[src/rtl/mst_pkg.sv]
// ----------------------------------------------------------------------------
// mst_pkg
// Shared types and codes for the multi-slot repeat timer.
// ----------------------------------------------------------------------------
`default_nettype none

package mst_pkg;

  localparam logic [1:0] CMD_TICK  = 2'd0;
  localparam logic [1:0] CMD_SET   = 2'd1;
  localparam logic [1:0] CMD_QUERY = 2'd2;
  localparam logic [1:0] CMD_NONE  = 2'd3;

  localparam logic KIND_FIRE  = 1'b0;
  localparam logic KIND_REPLY = 1'b1;

  localparam int         CNT_W   = 4;
  localparam logic [3:0] MAX_OUT = 4'd8;

  typedef struct packed {
    logic [15:0] id;
    logic [31:0] interval;
    logic [31:0] last_call;
    logic [15:0] repeats;
  } entry_t;

  typedef struct packed {
    logic   wr;
    logic   en_set;
    logic   en_clr;
    entry_t data;
  } wr_t;

endpackage

`default_nettype wire

[src/rtl/mst_slot_store.sv]
// ----------------------------------------------------------------------------
// mst_slot_store
// Timer slot table: enable flags in flops, slot contents in a memory with
// one registered read port and one write port.
// ----------------------------------------------------------------------------
`default_nettype none

module mst_slot_store #(
  parameter int SLOTS  = 8,
  parameter int SLOT_W = 3
) (
  input  wire logic                clk,
  input  wire logic                rst,
  input  wire logic [SLOT_W-1:0]   rd_addr,
  output mst_pkg::entry_t          rd_data,
  input  wire logic [SLOT_W-1:0]   wr_addr,
  input  wire mst_pkg::wr_t        wr,
  output logic      [SLOTS-1:0]    enabled
);

  mst_pkg::entry_t mem [SLOTS];

  always_ff @(posedge clk) begin
    if (wr.wr) begin
      mem[wr_addr] <= wr.data;
    end
    rd_data <= mem[rd_addr];
  end

  always_ff @(posedge clk) begin
    if (rst) begin
      enabled <= '0;
    end else if (wr.wr) begin
      if (wr.en_set) begin
        enabled[wr_addr] <= 1'b1;
      end else if (wr.en_clr) begin
        enabled[wr_addr] <= 1'b0;
      end
    end
  end

endmodule

`default_nettype wire

[src/rtl/multi_slot_repeat_timer_top.sv]
// ----------------------------------------------------------------------------
// multi_slot_repeat_timer_top
// Table of repeating timer slots with tick, set and query commands.
// ----------------------------------------------------------------------------
// Each tick, set or query is worked by walking the slot table one slot at a
// time: the slot memory is read, then the slot is evaluated, and at the end
// any held firing is flushed or the reply is sent. A new item is taken only
// after the walk and its flush or reply are done, and the walk waits while
// the result side stalls. The single memory read port and the one 33-bit due
// adder/comparator are why it goes slot by slot. A tick emits its firings in
// slot order, at most 8; set and query emit one reply. Command 3 is accepted
// and dropped with no result. s_tready is high only while the block is idle.
// ----------------------------------------------------------------------------
`default_nettype none

module multi_slot_repeat_timer_top #(
  parameter int SLOTS = 8
) (
  input  wire logic        clk,
  input  wire logic        rst,
  input  wire logic        s_tvalid,
  output logic             s_tready,
  input  wire logic [95:0] s_tdata,   // now_ms, timer_id, interval_ms, repeat_count
  input  wire logic [1:0]  s_tuser,   // command
  output logic             m_tvalid,
  input  wire logic        m_tready,
  output logic [39:0]      m_tdata,   // ok, slot, fired_id, repeats_left, pad
  output logic [0:0]       m_tuser,   // kind
  output logic             m_tlast
);

  localparam int SLOT_W = (SLOTS > 1) ? $clog2(SLOTS) : 1;
  localparam logic [SLOT_W-1:0] LAST_IDX = SLOT_W'(SLOTS - 1);

  typedef enum logic [2:0] {S_IDLE, S_READ, S_EVAL, S_FLUSH, S_REPLY} state_t;

  state_t state;

  logic [1:0]  cmd;
  logic [31:0] now;
  logic [15:0] tid;
  logic [31:0] ivl;
  logic [15:0] reps_in;

  logic [SLOT_W-1:0]     idx;
  logic [mst_pkg::CNT_W-1:0] n_out;
  logic                  pend_valid;
  logic [SLOT_W-1:0]     pend_slot;
  logic [15:0]           pend_id;
  logic [15:0]           pend_reps;
  logic                  hit_found;
  logic [SLOT_W-1:0]     hit_idx;
  logic [15:0]           hit_reps;
  logic                  free_found;
  logic [SLOT_W-1:0]     free_idx;

  logic                  out_kind;
  logic                  out_ok;
  logic [SLOT_W-1:0]     out_slot;
  logic [15:0]           out_id;
  logic [15:0]           out_reps;
  logic                  out_last;

  mst_pkg::entry_t       rd;
  mst_pkg::wr_t          wr;
  logic [SLOT_W-1:0]     wr_addr;
  logic [SLOTS-1:0]      enabled;

  logic [32:0]           due_sum;
  logic                  en_cur;
  logic                  fire;
  logic                  report;
  logic                  need_push;
  logic                  out_free;
  logic                  eval_go;
  logic [15:0]           new_reps;
  logic                  set_found;
  logic [SLOT_W-1:0]     set_slot;
  logic                  reply_go;
  logic                  push;
  logic [SLOT_W+2:0]     slot_ext;

  mst_slot_store #(.SLOTS(SLOTS), .SLOT_W(SLOT_W)) u_store (
    .clk     (clk),
    .rst     (rst),
    .rd_addr (idx),
    .rd_data (rd),
    .wr_addr (wr_addr),
    .wr      (wr),
    .enabled (enabled)
  );

  assign s_tready  = (state == S_IDLE);
  assign out_free  = !m_tvalid || m_tready;
  assign due_sum   = {1'b0, rd.last_call} + {1'b0, rd.interval};
  assign en_cur    = enabled[idx];
  assign fire      = (state == S_EVAL) && (cmd == mst_pkg::CMD_TICK) && en_cur &&
                     ({1'b0, now} >= due_sum);
  assign report    = fire && (n_out < mst_pkg::MAX_OUT);
  assign need_push = report && pend_valid;
  assign eval_go   = (state == S_EVAL) && (!need_push || out_free);
  assign new_reps  = (rd.repeats > 16'd1) ? rd.repeats - 16'd1 : 16'd0;
  assign set_found = hit_found || free_found;
  assign set_slot  = hit_found ? hit_idx : free_idx;
  assign reply_go  = (state == S_REPLY) && out_free;
  assign push      = (eval_go && need_push) ||
                     ((state == S_FLUSH) && pend_valid && out_free) || reply_go;

  always_comb begin
    wr      = '0;
    wr_addr = idx;
    if (fire && eval_go) begin
      wr.wr             = 1'b1;
      wr.en_clr         = (rd.repeats == 16'd1);
      wr.data.id        = rd.id;
      wr.data.interval  = rd.interval;
      wr.data.last_call = now;
      wr.data.repeats   = new_reps;
    end else if (reply_go && (cmd == mst_pkg::CMD_SET) && set_found) begin
      wr.wr             = 1'b1;
      wr.en_set         = 1'b1;
      wr.data.id        = tid;
      wr.data.interval  = ivl;
      wr.data.last_call = now;
      wr.data.repeats   = reps_in;
      wr_addr           = set_slot;
    end
  end

  always_ff @(posedge clk) begin
    if (rst) begin
      state      <= S_IDLE;
      m_tvalid   <= 1'b0;
      pend_valid <= 1'b0;
    end else begin
      if (push) begin
        m_tvalid <= 1'b1;
      end else if (m_tvalid && m_tready) begin
        m_tvalid <= 1'b0;
      end
      case (state)
        S_IDLE: begin
          if (s_tvalid) begin
            cmd        <= s_tuser;
            now        <= s_tdata[31:0];
            tid        <= s_tdata[47:32];
            ivl        <= s_tdata[79:48];
            reps_in    <= s_tdata[95:80];
            idx        <= '0;
            n_out      <= '0;
            pend_valid <= 1'b0;
            hit_found  <= 1'b0;
            free_found <= 1'b0;
            if (s_tuser inside {mst_pkg::CMD_TICK, mst_pkg::CMD_SET, mst_pkg::CMD_QUERY}) begin
              state <= S_READ;
            end
          end
        end
        S_READ: begin
          state <= S_EVAL;
        end
        S_EVAL: begin
          if (eval_go) begin
            if (cmd != mst_pkg::CMD_TICK) begin
              if (en_cur && (rd.id == tid) && !hit_found) begin
                hit_found <= 1'b1;
                hit_idx   <= idx;
                hit_reps  <= rd.repeats;
              end
              if (!en_cur && !free_found) begin
                free_found <= 1'b1;
                free_idx   <= idx;
              end
            end
            if (report) begin
              if (pend_valid) begin
                out_kind <= mst_pkg::KIND_FIRE;
                out_ok   <= 1'b1;
                out_slot <= pend_slot;
                out_id   <= pend_id;
                out_reps <= pend_reps;
                out_last <= 1'b0;
              end
              pend_valid <= 1'b1;
              pend_slot  <= idx;
              pend_id    <= rd.id;
              pend_reps  <= new_reps;
              n_out      <= n_out + 1'b1;
            end
            if (idx == LAST_IDX) begin
              state <= (cmd == mst_pkg::CMD_TICK) ? S_FLUSH : S_REPLY;
            end else begin
              idx   <= idx + 1'b1;
              state <= S_READ;
            end
          end
        end
        S_FLUSH: begin
          if (!pend_valid) begin
            state <= S_IDLE;
          end else if (out_free) begin
            out_kind   <= mst_pkg::KIND_FIRE;
            out_ok     <= 1'b1;
            out_slot   <= pend_slot;
            out_id     <= pend_id;
            out_reps   <= pend_reps;
            out_last   <= 1'b1;
            pend_valid <= 1'b0;
            state      <= S_IDLE;
          end
        end
        S_REPLY: begin
          if (out_free) begin
            out_kind <= mst_pkg::KIND_REPLY;
            out_id   <= tid;
            out_last <= 1'b1;
            if (cmd == mst_pkg::CMD_SET) begin
              out_ok   <= set_found;
              out_slot <= set_found ? set_slot : '0;
              out_reps <= set_found ? reps_in : 16'd0;
            end else begin
              out_ok   <= hit_found;
              out_slot <= hit_found ? hit_idx : '0;
              out_reps <= hit_found ? hit_reps : 16'd0;
            end
            state <= S_IDLE;
          end
        end
        default: begin
          state <= S_IDLE;
        end
      endcase
    end
  end

  assign slot_ext = {3'b000, out_slot};
  assign m_tdata  = {4'd0, out_reps, out_id, slot_ext[2:0], out_ok};
  assign m_tuser  = out_kind;
  assign m_tlast  = out_last;

endmodule

`default_nettype wire

[config.mk]
export PLATFORM = sky130hd
export DESIGN_NAME = multi_slot_repeat_timer_top
export DESIGN_NICKNAME = d
export VERILOG_FILES = /design/src/rtl/mst_pkg.sv /design/src/rtl/mst_slot_store.sv /design/src/rtl/multi_slot_repeat_timer_top.sv
export SDC_FILE = /design/constraint.sdc
export NUM_CORES = 1
export LEC_CHECK = 0
export BUFFER_PORTS_ARGS = -buffer_cell sky130_fd_sc_hd__buf_4
export CORE_MARGIN = 4
export CORE_UTILIZATION = 35
export DETAILED_ROUTE_END_ITERATION = 8
export PLACE_DENSITY = 0.56
export SYNTH_ARGS = -nofsm -noshare
export SYNTH_HDL_FRONTEND = slang
export SYNTH_SLANG_ARGS = --single-unit
[constraint.sdc]
create_clock -name clk -period 17.3 [get_ports clk]
set_clock_uncertainty 0.1 [all_clocks]
set_input_delay 1.73 -clock clk [delete_from_list [all_inputs] [get_ports clk]]
set_output_delay 1.73 -clock clk [all_outputs]
set_load 0.1 [all_outputs]
## Word level (Yosys, flattened, before mapping)

Memories as Yosys holds them, arrays and structs flattened. A register that Yosys moved wholly into a read port is not among the register bits.
Index checks and enable logic that the tools add are counted.

- Flip-flop bits (word level): 215
- Output and inout port bits: 44
- Input port bits: 102
- Word-level logic and storage cells: 207
- Memory bits (read-only): 0
- Memory bits (writable): 768
- Memories: 1
- Latch bits: 0

- Bitwise operators: 4
- Reduce and logical (&&, ||, !) cells: 51
- $lt $le $gt $ge: 6
- Shifts and indexed selects: 0
- Eq/ne operators: 22
- Add/subtract/negate cells: 4
- $mul: 0
- Muxes and demuxes: 94
- Div/mod/pow operators: 0

Memories:

| name | words | width | read ports | clocked after Yosys merged registers in | wr ports | RTL line | source |
|---|---|---|---|---|---|---|---|
| u_store.mem | 8 | 96 | 1 | 1 | 1 | mst_slot_store.sv:21 | `mst_pkg::entry_t mem [SLOTS];` |

Operators by type and width:

| kind | count |
|---|---|
| 16-bit two-way mux | 16 |
| 96-bit two-way mux | 2 |
| 16-bit one-hot mux with 3 select lines | 2 |
| 3-bit two-way mux | 22 |
| 1-bit two-way mux | 34 |
| 32-bit by 32-bit adder with 33-bit output | 1 |
| 32-bit by 33-bit >= comparator with 1-bit output | 1 |
| 5-bit AND reduction | 4 |
| 1-bit logical AND | 18 |
| 6-bit AND reduction | 3 |
| 16-bit by 1-bit equality test with 1-bit output (second input constant) | 1 |
| 16-bit equality test | 1 |
| 16-bit by 1-bit greater-than comparator with 1-bit output (second input constant) | 1 |
| 8-bit two-way mux | 2 |
| 2-bit != test (second input constant) | 8 |
| 16-bit by 1-bit subtractor with 16-bit output (second input constant) | 1 |
| 3-bit one-hot mux with 5 select lines | 1 |
| 4-bit two-way mux | 3 |
| 1-bit one-hot mux with 3 select lines | 4 |
| 3-bit one-hot mux with 3 select lines | 1 |
| 3-bit nonzero test | 3 |
| 8-bit AND | 1 |
| 3-bit by 4-bit < comparator with 1-bit output (second input constant) | 2 |
| 2-bit by 1-bit != test with 1-bit output (second input constant) | 4 |
| other kinds (27) | 45 |

## Depth between registers and ports, before layout

- Word-level depth: 19
- Gate-level depth with buffers: 20
- Mapped depth without buffers: 19

## Modules after synthesis

From an unflattened synthesis, not the netlist that was laid out.

- Cell total of the unflattened synthesis: 2137
- Area, all modules: 42050.3 sq um

Modules (own cells, without submodules):

| module | sequential area each (sq um) | area each (sq um) | cells each | times used |
|---|---|---|---|---|
| mst_slot_store | 25144.1 | 31138.6 | 1255 | 1 |
| multi_slot_repeat_timer_top | 6165.9 | 10911.7 | 882 | 1 |

## Worst setup path after synthesis

No wires, ideal clock.

- Path kind: register to register
- Start point: register, netlist name u_store.rd_data[16]
- End point: memory u_store.mem[1][0] (netlist name) (enable)
- Period minus slack after synthesis: 8.719 ns
- Setup time: 0.552 ns
- Data required time: 16.648 ns
- Path slack: 8.581 ns
- Stages on the path, launching flop included: 20
- Data arrival time: 8.068 ns
- Buffers on the path: 1
- Cells stage by stage: dfxtp_1 -> ha_1 -> fa_1 -> a211oi_1 -> o211ai_2 -> a22oi_2 -> o32a_2 -> a31oi_1 -> a2111o_1 -> o21ai_0 -> xor2_1 -> ha_1 -> nand4_1 -> nor4_1 -> o211a_1 -> a211oi_1 -> nor4_1 -> nor2_1 -> buf_2 -> nor2_1

- Longest elaborated chain between the ends: 12
- Elaborated cells on any way between the ends: 13
- Classes of those cells: add/sub: 1; order compare: 1; mux: 4; reduce/logical: 7

Ends and longest elaborated chain:

| what | RTL line | source |
|---|---|---|
| 32-bit by 32-bit adder with 33-bit output * | multi_slot_repeat_timer_top.sv:95 | `assign due_sum = {1'b0, rd.last_call} + {1'b0, rd.interval};` |
| 32-bit by 33-bit >= comparator with 1-bit output * | multi_slot_repeat_timer_top.sv:98 | `({1'b0, now} >= due_sum);` |
| 1-bit logical AND * | multi_slot_repeat_timer_top.sv:97 | `assign fire = (state == S_EVAL) && (cmd == mst_pkg::CMD_TICK) && en_cur &&` |
| 1-bit logical AND | multi_slot_repeat_timer_top.sv:99 | `assign report = fire && (n_out < mst_pkg::MAX_OUT);` |
| 1-bit logical AND | multi_slot_repeat_timer_top.sv:100 | `assign need_push = report && pend_valid;` |
| 1-bit logical NOT | multi_slot_repeat_timer_top.sv:101 | `assign eval_go = (state == S_EVAL) && (!need_push \|\| out_free);` |
| 1-bit logical OR | multi_slot_repeat_timer_top.sv:101 |  |
| 1-bit logical AND | multi_slot_repeat_timer_top.sv:101 |  |
| 1-bit logical AND * | multi_slot_repeat_timer_top.sv:112 | `if (fire && eval_go) begin` |
| 1-bit two-way mux | multi_slot_repeat_timer_top.sv:112 |  |
| 1-bit two-way mux | mst_slot_store.sv:24 | `if (wr.wr) begin` |
| 1-bit two-way mux (not written as such) | mst_slot_store.sv:25 | `mem[wr_addr] <= wr.data;` |
| end: declaration | mst_slot_store.sv:21 |  |

Every way passes the cells marked *; elsewhere a longest branch is shown, timed or not.

## Worst setup path after layout

- Start point: register, netlist name u_store.rd_data[48]
- End point: memory u_store.mem[5][23] (netlist name) (enable)

- Longest elaborated chain between the ends: 12
- Elaborated cells on any way between the ends: 13
- Classes of those cells: add/sub: 1; order compare: 1; mux: 4; reduce/logical: 7

Ends and longest elaborated chain:

| what | RTL line |
|---|---|
| 32-bit by 32-bit adder with 33-bit output * | multi_slot_repeat_timer_top.sv:95 |
| 32-bit by 33-bit >= comparator with 1-bit output * | multi_slot_repeat_timer_top.sv:98 |
| 1-bit logical AND * | multi_slot_repeat_timer_top.sv:97 |
| 1-bit logical AND | multi_slot_repeat_timer_top.sv:99 |
| 1-bit logical AND | multi_slot_repeat_timer_top.sv:100 |
| 1-bit logical NOT | multi_slot_repeat_timer_top.sv:101 |
| 1-bit logical OR | multi_slot_repeat_timer_top.sv:101 |
| 1-bit logical AND | multi_slot_repeat_timer_top.sv:101 |
| 1-bit logical AND * | multi_slot_repeat_timer_top.sv:112 |
| 1-bit two-way mux | multi_slot_repeat_timer_top.sv:112 |
| 1-bit two-way mux | mst_slot_store.sv:24 |
| 1-bit two-way mux (not written as such) | mst_slot_store.sv:25 |

Marks and branches as above.

==> metrics.md <==
| Metric | Value |
|---|---|
| Status | `complete, no violations` |
| Rows | `127` |
| Detailed Route WL | `96,250 µm` |
| Critical path required time | `17.49 ns` |
| Root Driver | `clkbuf_16` |
| Final HPWL DP | `55,950 µm` |
| First-pass GRT wire length | `145,000 µm` |
| H-tree levels | `3` |
| Placer Congestion | `0.8229` |
| Gr usage total | `0.1523` |
| Post-CTS Setup Inserts | `0` |
| # IOs | `146` |
| Crit Path Max Fanout | `56` |
| Clock sinks | `1,079` |
| TritonCTS clock tree | `built` |
| Design Area, Final | `0.04919 mm²` |
| Synthesized instance count | `2,207` |
| GRT overflow | `0` |
| Peak supply drop | `0.00008391 V` |
| Hold Fails Final Rpt | `0` |
| Port bufs | `141` |
| Post-DRT Antenna Nets | `0` |
| Slew headroom | `0.2596` |
| Sum Neg Setup Slack | `0 ns` |
| Min cycle time layout | `7.441 ns` |
| Routed len/inst | `23.44 µm` |
| RSZ-0062 raised after global routing | `false` |
| Cts repair resizes | `0` |
| CP Class | `reg -> reg` |
| Initial antenna violation count | `1` |
| Netlist cell types | `76` |
| Setup-failing EPs final | `0` |
| Critical path arrival | `7.63 ns` |
| Largest net degree at the start of global routing | `135` |
| Most frequent cells in the layout | `edfxtp_1 (970), mux4_2 (194), buf_4 (172)` |
| Drt first pass iters | `7` |
| Post-DP Area | `0.04521 mm²` |
| DR iter-0 viols | `1,702` |
| Max-cap viol count | `0` |
| Final period util | `0.4301` |
| Hold_buf cts | `0` |
| Floorplan core area | `0.1198 mm²` |
| Longest Clk Path Bufs | `3` |
| Layout cells sized above 1 | `0.2725` |
| Netlist Area Pre-Place | `0.04218 mm²` |
| Yosys synthesis warning count | `0` |
| Peak Freq | `0.1344 GHz` |
| Num CTS Buffers | `112` |
| Actual slew at the worst max-slew pin | `1.111 ns` |
| Total power | `5.497 mW` |
| DRC violations left | `0` |
| Most common cell after layout, fill and taps aside | `edfxtp_1` |
| Crit end category | `register` |
| Vias in the first global route | `22,410` |
| Number of fill cells | `10,650` |
| Placed insts | `3,893` |
| Synth Register Bits | `1,079` |
| Starting Density | `0.3521` |
| Syn-to-layout area delta | `16.61%` |
| Vias per cell | `5.127` |
| Static leakage | `13.85 nW` |
| Avg Inst Size Synth | `19.11 µm²` |
| Finished Layout Cells | `4,107` |
| Top_reg_cell synth | `edfxtp_1` |
| Tightest Hold Check Type | `reg -> reg` |
| Max-slew violation count | `0` |
| Register clock-pin slew on the reported worst setup and hold paths | `0.06 ns` |
| Clk Latency, worst-skew pair | `0.69 ns` |
| Ant. Diodes | `0` |
| Ys async rst share | `0` |
| Die H | `355.2 µm` |
| Power Dens Cells | `111.8 mW/mm²` |
| CP Launch Type | `register` |
| Net count, final | `2,567` |
| Vias post-DR | `21,060` |
| EDFF count, synth | `970` |
| Die width | `355.2 µm` |
| Full die area | `0.1261 mm²` |
| Hold_ws | `0.3775 ns` |
| Seq/Total Area, Yosys | `0.7423` |
-- cell families (layout without fill, tap and decap cells) --
| group | after synthesis | after routing | synth area share |
|---|---|---|---|
| AOI/OAI and AO/OA | 251 | 251 | 0.04432 |
| and+or+nand+nor | 333 | 333 | 0.03818 |
| muxes | 294 | 294 | 0.1302 |
| other | 1 | 4 | 0.00008890 |
| buffers and inverters | 120 | 405 | 0.01181 |
| adders and majority gates | 70 | 70 | 0.02094 |
| xor gates and xnor gates | 59 | 59 | 0.01225 |
| DFF | 1079 | 1079 | 0.7423 |
-- cells in the mapped netlist, types with 6 or more instances --
library cell,number,area share
edfxtp_1,970,0.69
mux4_2,194,0.10
dfxtp_1,109,0.052
nor2_1,109,0.0097
nand2_1,101,0.0090
mux2_2,96,0.026
ha_1,69,0.020
a22o_1,64,0.013
clkbuf_1,52,0.0046
a21oi_1,46,0.0055
nor2b_1,34,0.0050
xor2_1,32,0.0066
buf_1,28,0.0025
xnor2_1,27,0.0056
o21ai_0,25,0.0030
a221oi_1,23,0.0048
nand3_1,20,0.0024
buf_2,17,0.0020
a21o_1,16,0.0028
inv_1,16,0.0014
nor3_1,12,0.0014
a211oi_1,11,0.0020
o21a_1,10,0.0018
o31ai_1,10,0.0018
nand2b_1,9,0.0013
and4_1,7,0.0015
a31oi_1,6,0.00089
-- where the power goes --
group	internal, mW	leakage [nW]	switching, mW
clock network	1.54	1.93	1.01
logic	0.0461	3.93	0.0646
registers	2.82	8.00	0.0150
-- metrics by stage --
step                      worst slack [ns]  utilization
after floorplan                      8.581            -
after global placement               9.956       0.3773
after detailed placement             9.848       0.3773
after CTS                            9.788       0.4105
after global routing                 9.312       0.4105
final                                9.859       0.4105
-- layer usage --
metal,vias to the layer above,track usage,part of all wire
met4,2,0.03920,0.018
met1,11020,0.2086,0.44
met2,608,0.2538,0.49
met5,-,0,0.00014
li1,9303,-,-
met3,130,0.02568,0.051
-- worst paths after layout --
| kind | startpoint | end | slack (ns) | depth (start not counted) |
|---|---|---|---|---|
| worst max-delay path | u_store.rd_data[48]$_DFF_P_ | u_store.mem[5][23]$_DFFE_PP_ | 9.86 | 20 |
| worst min-delay path | u_store.rd_data[5]$_DFF_P_ | hit_reps[5]$_DFFE_PP_ | 0.38 | 0 |
| worst max register to register | u_store.rd_data[48]$_DFF_P_ | u_store.mem[5][23]$_DFFE_PP_ | 9.86 | 20 |
| worst min register to register | u_store.rd_data[5]$_DFF_P_ | hit_reps[5]$_DFFE_PP_ | 0.38 | 0 |
-- flip-flops by register name, summed over array words and instances (netlist names), 16 cells and up, named ones only --
signal,count
out_id,16
u_store.mem,768
u_store.rd_data,96
out_reps,16
pend_id,16
reps_in,16
now,32
tid,16
ivl,32
hit_reps,16
pend_reps,16
-- critical path: stages (launching register included) --
cell and delay, ns:
dfxtp_1 0.32, ha_1 0.24, fa_1 0.44, a211oi_1 0.35, o211ai_2 0.17, a22oi_2 0.31, o32a_2 0.29, a31oi_1 0.21
a2111o_1 0.46, o21ai_0 0.12, xor2_1 0.10, ha_1 0.30, nand4_1 0.11, nor4_1 0.51, o211a_1 0.23, a211oi_1 0.15
nor4_2 0.41, nor2_4 0.19, nor2_4 0.59, buf_4 0.50, buf_4 0.90
-- layout make-up --
cell class | count | area, µm² | share of cell area
clock buffer | 136 | 3007 | 0.06113
sequential | 1079 | 31310 | 0.6365
inverter | 17 | 63.81 | 0.001297
multi-input combinational | 1011 | 10490 | 0.2132
timing repair buffer | 174 | 1331 | 0.02707
tap | 1612 | 2017 | 0.04101
clock inverter | 78 | 972.2 | 0.01976
Power figures use the tool's default switching activity.
